[config.mk]
export PLATFORM = sky130hd
export DESIGN_NAME = salc_decide
export DESIGN_NICKNAME = d
export VERILOG_FILES = /design/src/hw/rtl/salc_pkg.sv /design/src/hw/rtl/salc_decide.sv
export SDC_FILE = /design/constraint.sdc
export NUM_CORES = 1
export LEC_CHECK = 0
export BUFFER_PORTS_ARGS = -buffer_cell sky130_fd_sc_hd__buf_4
export CAP_MARGIN = 30
export CORE_AREA = 3 3 120 122
export DETAILED_ROUTE_END_ITERATION = 12
export DIE_AREA = 0 0 123 125
export PLACE_DENSITY = 0.66
export SYNTH_ARGS = -nofsm -noshare
export SYNTH_HDL_FRONTEND = slang
export SYNTH_SLANG_ARGS = --single-unit
[constraint.sdc]
create_clock -name vclk -period 12.7
set_input_delay 3.175 -clock vclk [all_inputs]
set_output_delay 3.175 -clock vclk [all_outputs]
set_load 0.005 [all_outputs]
[src/hw/rtl/salc_pkg.sv]
// ----------------------------------------------------------------------------
// salc_pkg: shared types and constants of the set-associative LRU tag cache
// Field widths, configuration reset value and the lookup result record.
// ----------------------------------------------------------------------------
package salc_pkg;

  // Byte address and line number width
  localparam int unsigned ADDR_W = 32;
  // Line offset exponent register width and reset value
  localparam int unsigned OFS_W = 5;
  localparam logic [OFS_W-1:0] OFS_RESET = 5'd5;
  // Width of the way field on the result channel
  localparam int unsigned WAY_OUT_W = 2;

  // Outcome of one lookup
  typedef struct packed {
    logic                 hit;
    logic [WAY_OUT_W-1:0] way;
    logic                 evicted_valid;
  } res_t;

endpackage

[src/hw/rtl/salc_decide.sv]
// ----------------------------------------------------------------------------
// salc_decide: hit detection, way choice and LRU rank update for one set
// Compares all ways, picks the hit, first invalid or least recent way, and
// builds the updated tag, valid and rank rows.
// ----------------------------------------------------------------------------
module salc_decide #(
  parameter int unsigned NUM_WAYS = 4,
  parameter int unsigned WAY_W    = (NUM_WAYS > 1) ? $clog2(NUM_WAYS) : 1
) (
  input  logic [salc_pkg::ADDR_W-1:0]                line_i,
  input  logic [NUM_WAYS-1:0][salc_pkg::ADDR_W-1:0]  tag_i,
  input  logic [NUM_WAYS-1:0]                        valid_i,
  input  logic [NUM_WAYS-1:0][WAY_W-1:0]             rank_i,
  output logic [NUM_WAYS-1:0][salc_pkg::ADDR_W-1:0]  tag_o,
  output logic [NUM_WAYS-1:0]                        valid_o,
  output logic [NUM_WAYS-1:0][WAY_W-1:0]             rank_o,
  output salc_pkg::res_t                             res_o
);

  import salc_pkg::*;

  localparam logic [WAY_W-1:0] RANK_LAST = WAY_W'(NUM_WAYS - 1);

  logic             hit;
  logic             any_inv;
  logic [WAY_W-1:0] hit_way;
  logic [WAY_W-1:0] inv_way;
  logic [WAY_W-1:0] lru_way;
  logic [WAY_W-1:0] sel;
  logic [WAY_W-1:0] old_rank;
  logic [WAY_W+1:0] sel_x;

  // Find hit, first invalid way and least recently used way
  always_comb begin
    hit     = 1'b0;
    any_inv = 1'b0;
    hit_way = '0;
    inv_way = '0;
    lru_way = '0;
    for (int w = NUM_WAYS - 1; w >= 0; w--) begin
      if (valid_i[w] && (tag_i[w] == line_i)) begin
        hit     = 1'b1;
        hit_way = WAY_W'(w);
      end
      if (!valid_i[w]) begin
        any_inv = 1'b1;
        inv_way = WAY_W'(w);
      end
    end
    for (int w = 0; w < NUM_WAYS; w++) begin
      if (rank_i[w] == RANK_LAST) begin
        lru_way = WAY_W'(w);
      end
    end
  end

  // Choose the way to touch
  always_comb begin
    if (hit) begin
      sel = hit_way;
    end else if (any_inv) begin
      sel = inv_way;
    end else begin
      sel = lru_way;
    end
  end

  assign old_rank = rank_i[sel];

  // Build the updated rows: chosen way becomes most recent
  always_comb begin
    tag_o   = tag_i;
    valid_o = valid_i;
    for (int j = 0; j < NUM_WAYS; j++) begin
      if (rank_i[j] < old_rank) begin
        rank_o[j] = rank_i[j] + WAY_W'(1);
      end else begin
        rank_o[j] = rank_i[j];
      end
    end
    rank_o[sel]  = '0;
    tag_o[sel]   = line_i;
    valid_o[sel] = 1'b1;
  end

  // Result record
  assign sel_x              = {2'b00, sel};
  assign res_o.hit           = hit;
  assign res_o.way           = sel_x[WAY_OUT_W-1:0];
  assign res_o.evicted_valid = !hit && !any_inv;

endmodule

==> impl_metrics.yaml <==
die:
  die_area_um2: 15400
  core_um2: 13300
  die_h_um: 125
  num_rows: 42
  io-pin-count: 316
  start_util: 0.319
  die_w_um: 123
cells_and_area:
  fillers: 1367
  multi_input_area_um2: 3920
  n_clock_buffer: 0
  final_area_um2: 6600
  antenna_cells: 0
  utilization: 0.496
  sequential_cell_total: 0
  seq_area_um2: 0
  final_cells: 979
  nNetsFinal: 984
  drive_gt1_frac: 0.545
  syn_to_final_growth_pct: 55.3
routing:
  drt_first_iter_violations: 290
  wl_per_cell_um: 22.5
  antenna_left: 0
  drt-vias-per-instance: 5.30
  firstDrtPassIters: 4
  drc_errors: 0
  drt-total-wl_mm: 22.0
  vias: 5185
timing:
  rsz0062_at_grt: "false"
  max_clock_freq_mhz: 95.8
  min_period_over_period: 0.822
  tns_ns: 0
  whs_ns: 6.64
  fin_crit_ns: 10.44
  hold_viol: 0
  relSlewSlack: 0.467
  worstMarginPinSlew_ns: 0.792
  worst_slack_ns: 2.26
  finalSetupViolations: 0
  drv_slew: 0
global_route:
  busiest_layer: "met2"
  grt-ovfl-total: 0
  use_met1: 0.332
  grt_pass1_wl_mm: 31.7
  grt_max_degree: 45
  grt_usage: 0.268
  grtUsageMet2: 0.501
  antenna_found_initial: 0
  grt_use_met3: 0.0425
  grt_pass1_vias: 5285
yosys:
  yosys_warnings: 0
  ys_seq_area_frac: 0
  yosysMostFrequentCell: "xor2_1"
  syn_nets: 714
  synthesis.area_um2: 4250
  synth_top_area_share: 0.231
  synthTopCellsByCount: "89 x xor2_1, 87 x mux2_2, 37 x nand2_1"
  yosys.area.top_type: "mux2_2"
  netlist_instances: 535
  ys_types: 53
  synth.area.top_cells: "mux2_2 23%, xor2_1 18%, mux2_4 8.8%"
  postSynthAreaPerCell_um2: 7.94
worst_setup_path:
  required_ns: 9.52
  worstPathMaxFanout: 8
  startpoint_type: "primary input"
  worstSetupPathType: "in -> out"
  arrival_ns: 7.26
  end_kind: "output pin"
clocking:
  cts_resized: 0
  ctsHoldBuffers: 0
  post_cts_buffers: 0
power:
  p_leak_nw: 3.09
  power_mw: 0.289
  powerDensity_nw_per_um2: 43.9
  ir_worst_vdd_mv: 0.0252
placement:
  hpwlAfterDp_mm: 18.8
  portBuffers: 316
  placed_area_um2: 6600
  dp.cells: 979
  pre_cts_ws_ns: 2.34
  gp_congestion: 0.917
min_path:
  hp-class: "in -> out"
  min_path_cells: 4
outcome:
  status: "finished clean"
run:
  drv_cap: 0
## worst paths after layout
| check | startpoint | end | slack (ns) |
|---|---|---|---|
| worst max-delay path | line_i[22] | rank_o[1] | 2.26 |
| worst min-delay path | tag_i[78] | tag_o[78] | 6.64 |
## logic make-up (layout without fill, tap and decap cells)
family                   Yosys count  in the layout  synth area share
AND/OR/NAND/NOR                  166            166             0.230
multiplexers                     113            113             0.321
AO/OA/AOI/OAI                     59             59            0.0922
buffers and inverters             67            335            0.0825
adder cells (fa/ha/maj)            7              7            0.0206
XOR/XNOR                         123            123             0.254
## cell type report
| cell class | count | area share |
|---|---|---|
| multi-input cells | 468 | 0.594 |
| well taps | 176 | 0.0334 |
| inverters | 15 | 0.00854 |
| repair buffers | 320 | 0.364 |
## critical path: stages
cell	delay, ns
buf_4	0.15
xor2_1	0.18
nor4_1	0.57
nand2_1	0.14
nor4_1	0.73
a21oi_1	0.15
or2_0	0.32
mux2_2	0.29
o21ai_0	0.40
ha_1	0.34
or3_1	0.35
xor2_1	0.16
nor2_1	0.15
buf_4	0.14
## placed cells by master, fill, tap and decap left out, types with 3 or more instances in the layout
cell type	n
nand2_1	37
mux2_4	25
ha_1	7
or3_1	3
a31oi_1	4
xnor2_1	34
or4_1	8
nand3_1	12
inv_1	15
nor2_1	4
nor3_1	12
nand2b_1	11
mux2_2	87
a211o_1	3
o21ai_0	26
nor4b_1	6
nor2b_1	6
nand4b_1	3
nand4_1	17
a211oi_1	3
xor2_1	89
buf_4	320
nor4_1	35
o2111ai_1	3
## per-layer routing
| layer | routed length (µm) | share of wire | vias up |
|---|---|---|---|
| li1 | - | - | 2489 |
| met1 | 8710 | 0.40 | 2446 |
| met2 | 11400 | 0.52 | 240 |
| met3 | 1770 | 0.080 | 10 |
| met4 | 175 | 0.0080 | 0 |
| met5 | 0 | 0 | - |
## where the power goes
group | leakage (nW) | switching [mW] | internal, mW
registers | 0 | 0 | 0
clock network | 0 | 0 | 0
logic | 3.09 | 0.137 | 0.152
total | 3.09 | 0.137 | 0.152
Power figures use the tool's default switching activity.
