File: src/hw/rtl/salc_store.sv
// ----------------------------------------------------------------------------
// salc_store: one-row-per-set storage with registered read
// One write and one read per cycle; a read of the row written in the same
// cycle returns the new data.
// ----------------------------------------------------------------------------
module salc_store #(
  parameter int unsigned DEPTH = 64,
  parameter int unsigned ROW_W = 8,
  parameter int unsigned AW    = (DEPTH > 1) ? $clog2(DEPTH) : 1
) (
  input  logic             clk_i,
  input  logic             rd_en_i,
  input  logic [AW-1:0]    rd_addr_i,
  output logic [ROW_W-1:0] rd_data_o,
  input  logic             wr_en_i,
  input  logic [AW-1:0]    wr_addr_i,
  input  logic [ROW_W-1:0] wr_data_i
);

  logic [ROW_W-1:0] mem [DEPTH];
  logic [ROW_W-1:0] rd_q;

  // Write the row, read with write-through forwarding
  always_ff @(posedge clk_i) begin
    if (wr_en_i) begin
      mem[wr_addr_i] <= wr_data_i;
    end
    if (rd_en_i) begin
      if (wr_en_i && (wr_addr_i == rd_addr_i)) begin
        rd_q <= wr_data_i;
      end else begin
        rd_q <= mem[rd_addr_i];
      end
    end
  end

  assign rd_data_o = rd_q;

endmodule

File: config.mk
export PLATFORM = sky130hd
export DESIGN_NAME = salc_store
export DESIGN_NICKNAME = d
export VERILOG_FILES = /design/src/hw/rtl/salc_store.sv
export SDC_FILE = /design/constraint.sdc
export NUM_CORES = 1
export LEC_CHECK = 0
export BUFFER_PORTS_ARGS = -buffer_cell sky130_fd_sc_hd__buf_2
export CORE_MARGIN = 3
export CORE_UTILIZATION = 56
export DETAILED_ROUTE_END_ITERATION = 10
export GPL_TIMING_DRIVEN = 1
export PLACE_DENSITY = 0.72
export SETUP_SLACK_MARGIN = 0.02
export SLEW_MARGIN = 20
export SYNTH_ARGS = -nofsm -noshare
export SYNTH_HDL_FRONTEND = slang
export SYNTH_SLANG_ARGS = --single-unit
File: constraint.sdc
create_clock -name clk_i -period 2.1 [get_ports clk_i]
set_clock_uncertainty 0.2 [all_clocks]
set_input_delay 0.105 -clock clk_i [delete_from_list [all_inputs] [get_ports clk_i]]
set_output_delay 0.105 -clock clk_i [all_outputs]
set_load 0.03 [all_outputs]
==> results of run 1 <==
[flip-flops by register name (all words and copies together), names as in the netlist]
signal and cells:
mem 512, rd_data_o 8
[cell families (layout without fill, tap and decap cells)]
family	Yosys count	count (layout)	share of synthesized area, %
flops	520	520	75.8
mux	228	228	12.9
simple gates	159	159	3.74
compound gates	162	162	5.52
buf+inv	68	324	1.73
other cells	0	1	0
xor+xnor	6	6	0.255
[metrics by stage]
step / cells / util (%) / setup TNS (ns) / power [mW] / setup WS (ns)
5_1_grt: 1861 / 68.5 / -0.247 / 22.5 / -0.205
3_5_place_dp: 1759 / 63.1 / -4.10 / 13.1 / -0.613
4_1_cts: 1860 / 68.3 / -0.179 / 22.0 / -0.179
2_1_floorplan: 1143 / - / -0.0607 / 12.4 / -0.0607
6_report: 1861 / 68.5 / -0.162 / 21.9 / -0.162
3_3_place_gp: 1759 / 63.1 / -3.86 / 13.1 / -0.594
[report_power, final]
part	switching (mW)	leakage, nW	internal [mW]
Combinational	0.847	3.13	0.555
Sequential	0.0362	4.68	11.5
Clock	3.74	0.805	5.19
Total	4.62	8.62	17.3
[cell type report]
type                       count  area, um^2
sequential                   520       15600
fill                        2330       11300
multi-input combinational    555        4830
timing repair buffer         229        1930
clock buffer                  59        1350
tap                          461         577
clock inverter                34         292
inverter                       2        7.51
antenna                        1        2.50
[how the worst max path moves through the flow]
stage,slack [ns],depth (start not counted),to,from
after global routing,-0.21,5,rd_data_o[6]$_DFFE_PP_,mem[19][6]$_DFFE_PP_
after detailed placement,-0.61,8,rd_data_o[2]$_DFFE_PP_,rd_addr_i[0]
final,-0.16,5,rd_data_o[6]$_DFFE_PP_,mem[55][6]$_DFFE_PP_
after global placement,-0.59,8,rd_data_o[1]$_DFFE_PP_,rd_addr_i[0]
after CTS,-0.18,5,rd_data_o[6]$_DFFE_PP_,mem[55][6]$_DFFE_PP_
after floorplan,-0.06,5,rd_data_o[6]$_DFFE_PP_,mem[55][6]$_DFFE_PP_
[repair_timing]
action | CTS | global route
endpoints found under the hold margin | 300 | 0
resized for setup | 32 | 21
pin swaps | 9 | 6
hold buffers | 10 | 0
setup endpoints to repair | 8 | 8
[layer usage]
layer  track usage (%)  up-vias
met4              8.89        2
met3              5.48       95
met5                 0        -
met1              37.6     5818
met2              38.2      602
li1                  -     5038
[cell usage after synthesis (2+ instances only)]
master and n:
o21ai_0 10, buf_6 4, xor2_1 3, nor3_1 4, a221oi_1 15, mux2_2 13, a21oi_1 37, mux4_1 3
buf_2 21, mux2i_1 187, a31oi_1 2, buf_4 12, a221o_1 7, clkbuf_1 26, edfxtp_1 520, a22oi_1 66
nand3b_1 2, nand2_1 20, or3_1 3, nand2b_1 7, nor4b_1 6, xnor2_1 3, a2111oi_0 10, nor2b_1 13
nand4_1 2, nand3_1 20, buf_1 3, o22ai_1 7, a211oi_1 6, mux4_2 25, nor2_1 74
==> impl_metrics.env, run 1 <==
export IMPL_async_flop_share_pct=0
export IMPL_rows=69
export IMPL_start_util_pct=57.3
export IMPL_start_kind="flop"
export IMPL_area_growth_pct=19.5
export IMPL_cts_sinks=520
export IMPL_cts_tree="done"
export IMPL_numPortBuffers=30
export IMPL_p_per_area_nw_per_um2=889
export IMPL_cts_root_buf="clkbuf_16"
export IMPL_cts_setup_buffers=0
export IMPL_final_cell_mix="520 x edfxtp_1, 183 x mux2i_1, 168 x buf_4, 73 x nor2_1, 66 x a22oi_1"
export IMPL_cp_slowest_cell="or4b_4"
export IMPL_met2_length_mm=22.2
export IMPL_die_area_um2=39100
export IMPL_outcome="finished, violations left"
export IMPL_routed_wl_mm=48.7
export IMPL_grt_pass1_wl_mm=72.5
export IMPL_layout_nets=1381
export IMPL_numCtsBuffers=50
export IMPL_worst_pin_slew_ns=0.927
export IMPL_ys_seq_elements=520
export IMPL_drt_first_iter_violations=1301
export IMPL_synth_seq_area_share_pct=75.8
export IMPL_placed_area_um2=22700
export IMPL_slowest_delay_ns=0.49
export IMPL_die_y_um=198
export IMPL_layout_commonest_cell="edfxtp_1"
export IMPL_r2r_cells=5
export IMPL_drc_errors=0
export IMPL_wl_met1_mm=19.9
export IMPL_dpl_hpwl_mm=32.8
export IMPL_met3_length_mm=5.00
export IMPL_violations="setup timing"
export IMPL_viasPerCell=6.21
export IMPL_clk_path_buf_depth=3
export IMPL_worstHoldStart="wr_data_i[0]"
export IMPL_hold_path_class="input pin to flop"
export IMPL_r2r_start="mem[55][6]$_DFFE_PP_"
export IMPL_die_w_um=198
export IMPL_dominantRegCellSynth="edfxtp_1"
export IMPL_crit_chain="mux4_2, or4b_4, o41ai_2, nor4b_1, a221o_1"
export IMPL_synth_edf_count=520
export IMPL_period_share_pct=108
export IMPL_yosysUniqueCellTypes=43
export IMPL_crit_family="simple AND/OR/NAND/NOR gates"
export IMPL_grt_overflow_total=0
export IMPL_crit_buf_inv=0
export IMPL_cp_end_kind="flop"
export IMPL_criticalPathCategory="flop to flop"
export IMPL_synth_top_area_share_pct=75.8
export IMPL_peakVddDrop_v=0.000739
export IMPL_cp_arrival_ns=2.38
export IMPL_gp_congestion=0.884
export IMPL_antenna_found_initial=4
export IMPL_dr_total_vias=11555
export IMPL_final_area_um2=24600
export IMPL_synthTopCellsByArea="edfxtp_1 76%, mux2i_1 9.1%, mux4_2 2.7%"
export IMPL_rsz0062_at_grt="yes"
export IMPL_maxSlewHeadroom_pct=38.2
export IMPL_wl_per_cell_um=26.2
export IMPL_drv_slew=0
export IMPL_ant_nets=0
export IMPL_drive_gt1_share_pct=26.7
export IMPL_holdPathEnd="mem[16][0]$_DFFE_PP_"
export IMPL_fin_crit_ns=2.26
export IMPL_clk_pin_slew_worst_paths_ns=0.07
export IMPL_setup_slack_ns=-0.162
export IMPL_yosys_area_top_type="edfxtp_1"
export IMPL_r2r_slack_ns=-0.16
export IMPL_core_area_um2=35900
export IMPL_syn_nets=1166
export IMPL_whs_ns=0.0474
export IMPL_synth_avg_cell_area_um2=18.0
export IMPL_synthCells=1143
export IMPL_grt_pass1_vias=11401
export IMPL_drv_cap=0
export IMPL_yosysWarnings=0
export IMPL_path_max_fanout=1
export IMPL_synth_area_um2=20600
export IMPL_dr_pass1_iters=5
export IMPL_r2r_end="rd_data_o[6]$_DFFE_PP_"
export IMPL_worstSkewPairLatency_ns=0.58
export IMPL_worstHoldPathCells=1
export IMPL_setup_violations=1
export IMPL_top_layer="met5"
export IMPL_fmaxAchievable_mhz=442
export IMPL_cp_required_ns=2.22
export IMPL_hold_viol=0
export IMPL_grt_start_max_net_pins=45
export IMPL_p_leak_nw=8.62
export IMPL_htreeDepth=2
export IMPL_track_usage_pct=25.4
export IMPL_io_pins=31
No activity file was read; power rests on OpenSTA's default activity.
==> run 2: changes to the inputs <==
Settings changed: CORE_UTILIZATION 56 to 55, PLACE_DENSITY 0.72 to 0.71.
==> run 2 against run 1 <==
- the run still ends with setup timing left
- wire length shrank 1.2%
- sequential power about the same
- via count fell by 1.5%
- clock-buffer cell count fell by 1
- register-to-register slack got worse by 0.02 ns
- critical endpoint unchanged
- highest routed layer unchanged
==> impl_metrics.env, run 2 (same netlist as run 1, synthesis figures left out) <==
export IMPL_r2r_cells=5
export IMPL_largest_reg_flops=512
export IMPL_hold_viol=0
export IMPL_core_area_um2=36800
export IMPL_antenna_cells=0
export IMPL_cp_arrival_ns=2.41
export IMPL_final_cell_mix="520 x edfxtp_1, 186 x mux2i_1, 143 x buf_4, 72 x nor2_1, 65 x a22oi_1"
export IMPL_grtUsageMet3_pct=6.10
export IMPL_ant_nets=0
export IMPL_die_area_um2=39800
export IMPL_gp_congestion=0.835
export IMPL_fin_crit_ns=2.28
export IMPL_cp_required_ns=2.23
export IMPL_clk_pin_slew_worst_paths_ns=0.06
export IMPL_setup_slack_ns=-0.178
export IMPL_htreeDepth=2
export IMPL_fmaxAchievable_mhz=439
export IMPL_placed_area_um2=22600
export IMPL_rsz0062_at_grt="yes"
export IMPL_cts_tree="done"
export IMPL_start_util_pct=56.0
export IMPL_path_max_fanout=1
export IMPL_dpl_hpwl_mm=31.3
export IMPL_hold_path_class="input pin to flop"
export IMPL_cp_end_kind="flop"
export IMPL_regMostFlops="mem"
export IMPL_drv_cap=0
export IMPL_drv_slew=0
export IMPL_outcome="finished, violations left"
export IMPL_violations="setup timing"
export IMPL_routed_wl_mm=48.2
export IMPL_start_kind="flop"
export IMPL_worstSkewPairLatency_ns=0.58
export IMPL_layout_nets=1358
export IMPL_layout_commonest_cell="edfxtp_1"
export IMPL_die_w_um=199
export IMPL_numPortBuffers=30
export IMPL_io_pins=31
export IMPL_dp_slack_ns=-0.527
export IMPL_viasPerCell=6.18
export IMPL_numCtsBuffers=49
export IMPL_busiest_layer="met2"
export IMPL_drc_errors=0
export IMPL_final_area_um2=24400
export IMPL_wl_per_cell_um=26.2
export IMPL_track_usage_pct=24.6
export IMPL_drt_first_iter_violations=1261
export IMPL_setup_violations=1
export IMPL_die_y_um=199
export IMPL_cts_root_buf="clkbuf_16"
export IMPL_grt_pass1_wl_mm=71.1
export IMPL_period_share_pct=108
export IMPL_use_met1_pct=33.8
export IMPL_criticalPathCategory="flop to flop"
export IMPL_grt_overflow_total=0
export IMPL_worstHoldStart="wr_data_i[0]"
export IMPL_r2r_start="mem[27][6]$_DFFE_PP_"
export IMPL_rows=70
export IMPL_peakVddDrop_v=0.000746
export IMPL_worstHoldPathCells=1
export IMPL_antenna_found_initial=1
export IMPL_r2r_slack_ns=-0.18
export IMPL_crit_start="mem[27][6]$_DFFE_PP_"
export IMPL_area_growth_pct=18.4
export IMPL_maxSlewHeadroom_pct=40.5
export IMPL_dr_total_vias=11382
export IMPL_clk_path_buf_depth=3
export IMPL_p_per_area_nw_per_um2=873
export IMPL_grt_pass1_vias=11551
export IMPL_worst_pin_slew_ns=0.892
export IMPL_cts_setup_buffers=0
export IMPL_cts_sinks=520
export IMPL_p_leak_nw=8.46
export IMPL_dr_pass1_iters=5
export IMPL_setup_tns_ns=-0.178
export IMPL_drive_gt1_share_pct=25.1
export IMPL_use_met2_pct=38.7
export IMPL_grt_start_max_net_pins=42
-- run 2: cell count changes in the layout (fill, tap and decap cells not counted), sizes merged --
cell         delta
bufinv          -2
clkinvlp        -3
buf            -21
inv             -1
clkbuf          -1
dlygate4sd3     -1
clkinv          +3
diode           -1
-- run 2: power by group --
part	switching (mW)	total, mW	internal (mW)
Clock	3.64	8.35	4.71
Sequential	0.0297	11.5	11.5
Combinational	0.844	1.39	0.548
Total	4.51	21.3	16.8
-- run 2: worst max-delay path, cell delays in order (launching register included) --
cell	delay, ns
edfxtp_1	0.43
mux4_2	0.49
mux4_2	0.46
nor2_1	0.11
a2111oi_1	0.07
a221o_1	0.27
-- run 2: worst paths after layout --
check	end
max	rd_data_o[6]$_DFFE_PP_
min	mem[11][0]$_DFFE_PP_
max reg2reg	rd_data_o[6]$_DFFE_PP_
min reg2reg	rd_data_o[7]$_DFFE_PP_
-- run 2: cell type report --
class                           count  area, um^2
Clock buffer                       58        1280
Clock inverter                     31         224
Fill cell                        2470       12400
Inverter                            2        7.51
Multi-Input combinational cell    555        4840
Sequential cell                   520       15600
Tap cell                          468         586
Timing Repair Buffer              207        1820
-- run 2: through the flow --
stage / util [%] / total power, mW / instances / hold slack, ns
final: 66.3 / 21.3 / 1841 / 0.0178
after global routing: 66.3 / 21.9 / 1841 / 0.0168
after CTS: 66.1 / 21.4 / 1842 / 0.00667
after detailed placement: 61.4 / 13.1 / 1745 / 0.239
after global placement: 61.4 / 13.0 / 1745 / 0.228
after floorplan: - / 12.4 / 1143 / 0.00387
-- run 2: what timing repair did --
action	4_1_cts	5_1_grt
endpoints found under the hold margin	233	0
resized for setup	35	18
gates cloned	0	0
pin swaps	8	7
hold buffers	9	0
endpoints found under the setup margin	8	8
-- run 2: layer usage --
| metal | part of all wire (%) | up-vias |
|---|---|---|
| li1 | - | 4997 |
| met5 | 0.023 | - |
| met2 | 48 | 458 |
| met1 | 40 | 5828 |
| met3 | 8.3 | 97 |
| met4 | 3.4 | 2 |
