**src/hw/rtl/salc_pkg.sv**
```systemverilog
// ----------------------------------------------------------------------------
// salc_pkg: shared types and constants of the set-associative LRU tag cache
// Field widths, configuration reset value and the lookup result record.
// ----------------------------------------------------------------------------
package salc_pkg;

  // Byte address and line number width
  localparam int unsigned ADDR_W = 32;
  // Line offset exponent register width and reset value
  localparam int unsigned OFS_W = 5;
  localparam logic [OFS_W-1:0] OFS_RESET = 5'd5;
  // Width of the way field on the result channel
  localparam int unsigned WAY_OUT_W = 2;

  // Outcome of one lookup
  typedef struct packed {
    logic                 hit;
    logic [WAY_OUT_W-1:0] way;
    logic                 evicted_valid;
  } res_t;

endpackage

```
**src/hw/rtl/salc_index.sv**
```systemverilog
// ----------------------------------------------------------------------------
// salc_index: line number and set index front end
// Shifts the fetch address down to a line number, then takes it modulo the
// set count by a constant reciprocal multiply and one back-multiply.
// ----------------------------------------------------------------------------
module salc_index #(
  parameter int unsigned NUM_SETS = 64,
  parameter int unsigned SET_W    = (NUM_SETS > 1) ? $clog2(NUM_SETS) : 1
) (
  input  logic                          clk_i,
  input  logic                          rst_ni,
  input  logic                          adv_i,
  input  logic                          take_i,
  input  logic [salc_pkg::ADDR_W-1:0]   addr_i,
  input  logic [salc_pkg::OFS_W-1:0]    offset_i,
  output logic                          valid_o,
  output logic [salc_pkg::ADDR_W-1:0]   line_o,
  output logic [SET_W-1:0]              set_o
);

  import salc_pkg::*;

  // Reciprocal for exact floor division of 32-bit values by NUM_SETS
  localparam int unsigned L_BITS  = $clog2(NUM_SETS);
  localparam int unsigned RECIP_W = 34;
  localparam logic [63:0] RECIP64 = ((64'd1 << (ADDR_W + L_BITS)) / NUM_SETS) + 64'd1;
  localparam logic [RECIP_W-1:0] RECIP = RECIP64[RECIP_W-1:0];
  localparam int unsigned PROD_W  = ADDR_W + RECIP_W;
  localparam logic [ADDR_W-1:0] NSETS = ADDR_W'(NUM_SETS);

  logic              v1_q, v2_q, v3_q;
  logic [ADDR_W-1:0] line1_q, line2_q, line3_q;
  logic [ADDR_W-1:0] quo_q;
  logic [SET_W-1:0]  set3_q;

  logic [PROD_W-1:0] prod;
  logic [ADDR_W-1:0] quo_d;
  logic [ADDR_W-1:0] back;
  logic [ADDR_W-1:0] rem;

  // Quotient estimate, exact for every 32-bit line number
  assign prod  = {{RECIP_W{1'b0}}, line1_q} * {{ADDR_W{1'b0}}, RECIP};
  assign quo_d = ADDR_W'(prod >> (ADDR_W + L_BITS));

  // Remainder is the set index
  assign back = quo_q * NSETS;
  assign rem  = line2_q - back;

  // Advance the valid flags
  always_ff @(posedge clk_i or negedge rst_ni) begin
    if (!rst_ni) begin
      v1_q <= 1'b0;
      v2_q <= 1'b0;
      v3_q <= 1'b0;
    end else if (adv_i) begin
      v1_q <= take_i;
      v2_q <= v1_q;
      v3_q <= v2_q;
    end
  end

  // Advance the payload
  always_ff @(posedge clk_i) begin
    if (adv_i) begin
      line1_q <= addr_i >> offset_i;
      line2_q <= line1_q;
      quo_q   <= quo_d;
      line3_q <= line2_q;
      set3_q  <= rem[SET_W-1:0];
    end
  end

  assign valid_o = v3_q;
  assign line_o  = line3_q;
  assign set_o   = set3_q;

endmodule

```
**config.mk**
```make
export PLATFORM = sky130hd
export DESIGN_NAME = salc_index
export DESIGN_NICKNAME = d
export VERILOG_FILES = /design/src/hw/rtl/salc_pkg.sv /design/src/hw/rtl/salc_index.sv
export SDC_FILE = /design/constraint.sdc
export NUM_CORES = 1
export LEC_CHECK = 0
export ABC_AREA = 1
export BUFFER_PORTS_ARGS = -buffer_cell sky130_fd_sc_hd__buf_2
export CAP_MARGIN = 20
export CORE_UTILIZATION = 51
export CTS_CLUSTER_SIZE = 28
export DETAILED_ROUTE_END_ITERATION = 12
export PLACE_DENSITY = 0.87
export SETUP_SLACK_MARGIN = 0.02
export SKIP_LAST_GASP = 1
export SYNTH_ARGS = -nofsm -noshare
export SYNTH_HDL_FRONTEND = slang
export SYNTH_SLANG_ARGS = --single-unit
```
**constraint.sdc**
```tcl
create_clock -name clk_i -period 0.8 [get_ports clk_i]
set_clock_uncertainty 0.2 [all_clocks]
set_input_delay 0.2 -clock clk_i [delete_from_list [all_inputs] [get_ports clk_i]]
set_output_delay 0.2 -clock clk_i [all_outputs]
set_load 0.1 [all_outputs]
```
==> impl_metrics.toml, run 1 <==
[logic_synthesis]
asyncSetResetFlopFracSynth_pct = 3.03
netlist_instances = 465
synth_top_cell_by_area = "sky130_fd_sc_hd__edfxtp_1"
syn-cell-area_mm2 = 0.00463
post_synth_most_frequent_cells = "183 x sky130_fd_sc_hd__nand3_1, 114 x sky130_fd_sc_hd__nand2_1, 96 x sky130_fd_sc_hd__edfxtp_1"
synth.area.top_cells = "sky130_fd_sc_hd__edfxtp_1 62%, sky130_fd_sc_hd__nand3_1 20%, sky130_fd_sc_hd__nand2_1 9.2%"
netlist.area_leader.share_pct = 62.2
ys_seq_elements = 99
yosysWarningCount = 0
seq_area_frac_synth_pct = 63.8
ys.flop_type = "sky130_fd_sc_hd__edfxtp_1"
avgSynthCellArea_um2 = 9.97
syn_nets = 506
synth_most_common_cell = "sky130_fd_sc_hd__nand3_1"
synth.lib_cells_used.distinct = 19
synth_enable_flop_cells = 96

[run_status]
run_error = "[ERROR GRT-0232] Routing congestion too high. Check the congestion heatmap in the GUI."
stop_stage = "global routing"
run_status = "did not finish"

[placement]
preCtsSetupSlack_ns = -0.939
port_buffers = 79
placedInstanceArea_mm2 = 0.00674
finalWeightedCongestion = 0.947
dp.final_hpwl_um = 9340

[clock_tree]
cts.htree.levels = 3
numCtsBuffers = 9
clock_tree.buffer_depth = 2
clock_tree.root_cell = "sky130_fd_sc_hd__clkbuf_8"
clock-sinks = 99

[die]
placementRows = 34
dieWidth_um = 97.3
initial_utilization_pct = 52.9
floorplan.die.height_um = 97.3
pin_count = 80

[global_routing]
antenna_violations_before_repair = 3
gr-total-overflow = 421
gr-usage-all-layers_pct = 93.8
grt_start_max_net_pins = 33

[timing]
timing.grt.repair.worst_endpoint = "line_o[5]"
worst_endpoint_kind = "top-level output"
==> per-layer routing <==
metal | global-route usage (%) | GRT overflow
met1 | 89.3 | 7
met2 | 109 | 237
met3 | 79.4 | 5
met4 | 102 | 170
met5 | 59.3 | 2
==> per-stage QoR <==
step           instances  hold WS, ns
2_1_floorplan        465       -0.296
3_3_place_gp         660       -0.204
3_5_place_dp         660       -0.198
4_1_cts              689       -0.156
==> kinds of logic after synthesis <==
family                 Yosys count  synth area share [%]
AND/OR/NAND/NOR                321                  31.3
flip-flops                      99                  63.8
buffers and inverters           42                  4.43
AO/OA/AOI/OAI                    2                 0.216
multiplexers                     1                 0.243
==> timing repair <==
item / 4_1_cts
hold endpoints to repair: 5
hold buffers: 1
setup buffers: 6
cloned: 6
resized for setup: 213
pin swaps: 66
setup endpoints to repair: 138
==> run 2, diff against run 1 <==
CORE_UTILIZATION = 40   (was 51)
CTS_CLUSTER_SIZE = default   (was 28)
PLACE_DENSITY = default   (was 0.87)
PLACE_DENSITY_LB_ADDON = 0.15   (was default)
SETUP_SLACK_MARGIN = default   (was 0.02)
clock period = 1 ns   (was 0.8 ns; I/O delays follow)
==> run 2 against run 1 <==
  * The flow now finishes, with violations (negative hold slack, negative setup slack)
  * Synthesized cell count did not move
  * Area after synthesis did not move
==> impl_metrics.toml, run 2 <==
[clock_tree]
holdBufCountCts = 1
worstSkewPairLatency_ns = 0.34
clock-sinks = 99
numCtsBuffers = 9
clock_tree.buffer_depth = 2
cts.htree.levels = 3
clock_tree.root_cell = "sky130_fd_sc_hd__clkbuf_16"
tritoncts = "done"
clk_pin_slew_ns = 0.06

[layout]
syn_to_final_growth_pct = 91.5
share_of_final_layout_standard_cells_stronger_than_drive_strength_1_pct = 71.7
final_common_cell = "sky130_fd_sc_hd__edfxtp_1"
final_cell_mix = "96 x sky130_fd_sc_hd__edfxtp_1, 87 x sky130_fd_sc_hd__nand3_2, 78 x sky130_fd_sc_hd__nand3_4, 55 x sky130_fd_sc_hd__buf_12, 42 x sky130_fd_sc_hd__nand2_2"
nNetsFinal = 631
finalCoreUtilization_pct = 80.1
num_antenna_cells = 0

[placement]
port_buffers = 79
finalWeightedCongestion = 0.964
dp.final_hpwl_um = 9100

[logic_synthesis]
synth.area.top_cells = "sky130_fd_sc_hd__edfxtp_1 62%, sky130_fd_sc_hd__nand3_1 20%, sky130_fd_sc_hd__nand2_1 9.2%"
netlist_instances = 465
post_synth_xor_xnor_area_pct = 0
syn-cell-area_mm2 = 0.00463
ys.flop_type = "sky130_fd_sc_hd__edfxtp_1"
adder_and_majority_gate_portion_of_the_synthesized_area_pct = 0
synth.lib_cells_used.distinct = 19
main_combinational_cell_family_by_area_after_synthesis = "simple AND/OR/NAND/NOR gates"
synth_top_cell_by_area = "sky130_fd_sc_hd__edfxtp_1"
muxShareOfSynthArea_pct = 0.243
asyncSetResetFlopFracSynth_pct = 3.03
yosysWarningCount = 0
synth_most_common_cell = "sky130_fd_sc_hd__nand3_1"
netlist.area_leader.share_pct = 62.2
synth-compound-area-share_pct = 0.216
ys_seq_elements = 99
seq_area_frac_synth_pct = 63.8
post_synth_most_frequent_cells = "183 x sky130_fd_sc_hd__nand3_1, 114 x sky130_fd_sc_hd__nand2_1, 96 x sky130_fd_sc_hd__edfxtp_1"
avgSynthCellArea_um2 = 9.97
synth-simple-area-share_pct = 31.3
synth_enable_flop_cells = 96
syn_nets = 506

[power_and_ir_drop]
irDropWorstVdd_mv = 1.78
power.total_w = 0.0119
pwr_density_cell_mw_per_mm2 = 1340
power.leakage_nw = 3.43

[worst_setup_path]
crit_slowest_cell = "sky130_fd_sc_hd__edfxtp_1"
critical_path.cell_chain = "buf_12"
end_kind = "output pin"
cp_top_family = "flip-flops"
setup.worst_path.class = "register to output pin"
crit_path_largest_cell_delay_ns = 0.50
critPathMaxFanout = 2
crit_required_ns = 0.55
worst_setup_path_start_kind = "register"
critPathArrivalTime_ns = 1.06
critical_path.n_buffers_inverters = 1

[global_routing]
antenna_violations_before_repair = 0
grt_first_pass_wirelength_um = 21600
grt_pass1_vias = 4101
gr-usage-all-layers_pct = 24.5
grt_start_max_net_pins = 31
gr-total-overflow = 0

[run]
max-cap-violations = 0

[timing]
max_frequency_ghz = 0.664
final_max_slew_violation_count = 0
fin_crit_sh_pct = 151
finalCriticalPeriod_ns = 1.51
timing_worst_slew_pin_value_ns = 0.313
slew_headroom_pct = 79.2
setup_slack_ns = -0.507
hold_viol = 1
worst_hold_slack_ns = -0.0543
rsz0062_at_grt = "true"
report.final.setup_viol = 72

[detailed_routing]
route.detailed.vias_per_inst = 5.71
antenna_violating_nets_post_route = 0
drt_pre_antenna_iters = 4
wire_per_inst_um = 20.0
postRouteWirelength_um = 14700
dr_total_vias = 4191
detail_route.iter0.violations = 293
remaining_drc_errors = 0

[die]
placementRows = 38
initial_utilization_pct = 41.8
coreArea_mm2 = 0.0111
pin_count = 80
design.die.area_mm2 = 0.0120
floorplan.die.height_um = 110
dieWidth_um = 110

[run_status]
run_status = "finished, violations left"
failed_checks = "negative hold slack, negative setup slack"

[min_path]
holdCritPathClass = "input pin to register"
-- run 2: per-layer routing --
metal / up-vias / wire (µm) / global-route usage, %
li1: 1921 / - / -
met1: 2080 / 5720 / 30.8
met2: 146 / 7670 / 41.6
met3: 44 / 689 / 4.56
met4: 0 / 621 / 10.1
met5: - / 0 / 0
-- run 2: timing repair --
action | 4_1_cts | 5_1_grt
setup buffers | 7 | 7
gates resized for setup | 209 | 100
endpoints found under the hold margin | 4 | 1
setup endpoints to repair | 72 | 72
pin swaps | 71 | 68
cloned | 5 | 0
-- run 2: path summary, 6_finish.rpt --
kind                              end        start  cells after the start  slack, ns
setup / recovery            line_o[0]    line_o[0]                      1      -0.51
hold / removal                   v1_q       take_i                      3      -0.05
setup reg to reg              valid_o      valid_o                      2      -0.17
hold reg to reg            line_o[16]  line2_q[16]                      0       0.21
max in group asynchronous     valid_o       rst_ni                      2       0.42
min in group asynchronous     valid_o       rst_ni                      2       0.05
-- run 2: kinds of logic (layout without fill, tap and decap cells) --
| family | count (synthesis) | in the layout |
|---|---|---|
| buffers and inverters | 42 | 171 |
| AOI/OAI and AO/OA | 2 | 2 |
| and+or+nand+nor | 321 | 321 |
| muxes | 1 | 1 |
| DFF | 99 | 99 |
-- run 2: power breakdown --
group          switching, W  internal [W]  total [W]
Clock               0.00137       0.00166    0.00303
Combinational       0.00234       0.00138    0.00372
Sequential         0.000154       0.00497    0.00512
Total               0.00387       0.00801     0.0119
-- run 2: per-stage QoR --
stage          area (µm²)  setup slack, ns  cells  setup TNS, ns
2_1_floorplan        5490           -0.676    465         -27.07
4_1_cts              8240           -0.521    727         -25.13
6_report             8880           -0.507    734         -27.18
5_1_grt              8880           -0.535    734         -29.23
3_3_place_gp         6800           -0.728    699         -45.07
3_5_place_dp         6800           -0.753    699         -45.85
-- run 2: final cells by class --
class / instances / area, µm²
repair buffers: 146 / 1810
well taps: 140 / 175
clock inverters: 5 / 28.8
flip-flops and latches: 99 / 2960
inverters: 7 / 65.1
clock buffers: 10 / 229
repair inverters: 3 / 66.3
multi-input cells: 324 / 3540
fillers: 604 / 2200
(Power assumes the default switching activity.)
==> run 3, diff against run 2 <==
clock period = 1.3 ns   (was 1 ns; I/O delays follow)
==> run 3 against run 2 <==
  * The run ends with negative setup slack left
  * Die area is the same
  * Setup slack improved by 0.26 ns
  * Register-to-register slack improved by 0.35 ns
  * Non-clock buffer count decreased by 11
  * Sequential share of layout area is 3.1 points higher
  * Worst hold slack better by 0.16 ns
  * Critical path type unchanged
  * Highest routed layer unchanged
==> impl_metrics.toml, run 3 (synthesis results as in run 2) <==
[layout]
nNetsFinal = 619
finalNonFillerCells = 723
num_antenna_cells = 0
final_common_cell = "sky130_fd_sc_hd__edfxtp_1"
syn_to_final_growth_pct = 75.2
finalCoreUtilization_pct = 73.3
share_of_final_layout_standard_cells_stronger_than_drive_strength_1_pct = 59.3
final_cell_mix = "96 x sky130_fd_sc_hd__edfxtp_1, 85 x sky130_fd_sc_hd__nand3_2, 57 x sky130_fd_sc_hd__nand3_1, 55 x sky130_fd_sc_hd__buf_12, 54 x sky130_fd_sc_hd__nand2_1"

[die]
design.die.area_mm2 = 0.0120
pin_count = 80
dieWidth_um = 110
initial_utilization_pct = 41.8
coreArea_mm2 = 0.0111
floorplan.die.height_um = 110
placementRows = 38

[detailed_routing]
wire_per_inst_um = 18.0
detail_route.iter0.violations = 220
dr_total_vias = 3983
remaining_drc_errors = 0
drt_pre_antenna_iters = 4
antenna_violating_nets_post_route = 0
route.detailed.vias_per_inst = 5.51
postRouteWirelength_um = 13000

[power_and_ir_drop]
power.total_w = 0.00916
power.leakage_nw = 3.32
irDropWorstVdd_mv = 1.07
pwr_density_cell_mw_per_mm2 = 1130

[global_routing]
gr-total-overflow = 0
grt_pass1_vias = 3841
grt_first_pass_wirelength_um = 19700
gr-usage-all-layers_pct = 22.3
grt_start_max_net_pins = 31
antenna_violations_before_repair = 0

[worst_setup_path]
crit_required_ns = 0.77
critPathMaxFanout = 2
setup.worst_path.class = "register to output pin"
crit_slowest_cell = "sky130_fd_sc_hd__edfxtp_1"
worst_setup_path_start_kind = "register"
end_kind = "output pin"
critical_path.cell_chain = "buf_12"
critical_path.n_buffers_inverters = 1
critPathArrivalTime_ns = 1.03
crit_path_largest_cell_delay_ns = 0.47
worst-r2r-setup-slack_ns = 0.18
cp_top_family = "flip-flops"

[timing]
timing_worst_slew_pin_value_ns = 0.389
max_frequency_ghz = 0.645
report.final.setup_viol = 49
rsz0062_at_grt = "true"
finalCriticalPeriod_ns = 1.55
fin_crit_sh_pct = 119
hold_viol = 0
slew_headroom_pct = 74.1
final_max_slew_violation_count = 0
setup_slack_ns = -0.251

[placement]
dp.final_hpwl_um = 8870
numPlacedInstances = 693
port_buffers = 79
finalWeightedCongestion = 0.928

[clock_tree]
clock_tree.root_cell = "sky130_fd_sc_hd__clkbuf_16"
cts.htree.levels = 3
clock_tree.buffer_depth = 2
clock-sinks = 99
clk_pin_slew_ns = 0.07
tritoncts = "done"
worstSkewPairLatency_ns = 0.34
numCtsBuffers = 9

[min_path]
holdCritPathClass = "input pin to async pin"

[run]
max-cap-violations = 0

[run_status]
failed_checks = "negative setup slack"
run_status = "finished, violations left"
==> run 3: worst paths after layout <==
check                       startpoint           to  cells past startpoint
max                          line_o[3]     set_o[3]                      1
max reg2reg                    valid_o      valid_o                      2
max in group asynchronous       rst_ni      valid_o                      2
min reg2reg                line1_q[26]  line2_q[26]                      0
min                             rst_ni      valid_o                      2
min in group clk_i               adv_i   line1_q[0]                      1
==> run 3: report_power, final <==
part | switching (W) | leakage (nW) | internal, W
clock | 0.00111 | 0.157 | 0.00161
combinational | 0.00157 | 2.19 | 0.000949
sequential | 0.000114 | 0.969 | 0.00382
total | 0.00279 | 3.32 | 0.00637
==> run 3: cell type report <==
class / instances / area, µm²
Clock buffer: 11 / 253
Clock inverter: 5 / 60.1
Fill cell: 737 / 2960
Inverter: 7 / 57.6
Multi-Input combinational cell: 324 / 2810
Sequential cell: 99 / 2960
Tap cell: 140 / 175
Timing Repair Buffer: 135 / 1790
Timing Repair inverter: 2 / 17.5
==> run 3: per-stage QoR <==
stage          setup TNS (ns)  hold WS, ns  setup slack [ns]  cell area (µm²)
2_1_floorplan          -11.21       -0.171            -0.451             5440
3_3_place_gp           -12.85      -0.0808            -0.476             6770
3_5_place_dp           -14.46      -0.0748            -0.497             6770
4_1_cts                 -7.97       0.0966            -0.276             7470
5_1_grt                 -9.49       0.0943            -0.291             8120
6_report                -7.65        0.106            -0.251             8120
==> run 3: metal layers <==
layer  global-route usage [%]  wire length [µm]  vias to the layer above
met1                     30.4              5670                     1930
met3                     3.20               540                       23
met5                        0                 0                        -
li1                         -                 -                     1910
met4                     10.7               335                        0
met2                     35.3              6460                      120
==> run 3: repair_timing <==
action	in CTS	in global routing
hold buffers	2	0
buffers inserted	1	3
pin swaps	10	29
resized for setup	59	118
setup endpoints to repair	68	63
hold endpoints to repair	4	0
cloned	6	2
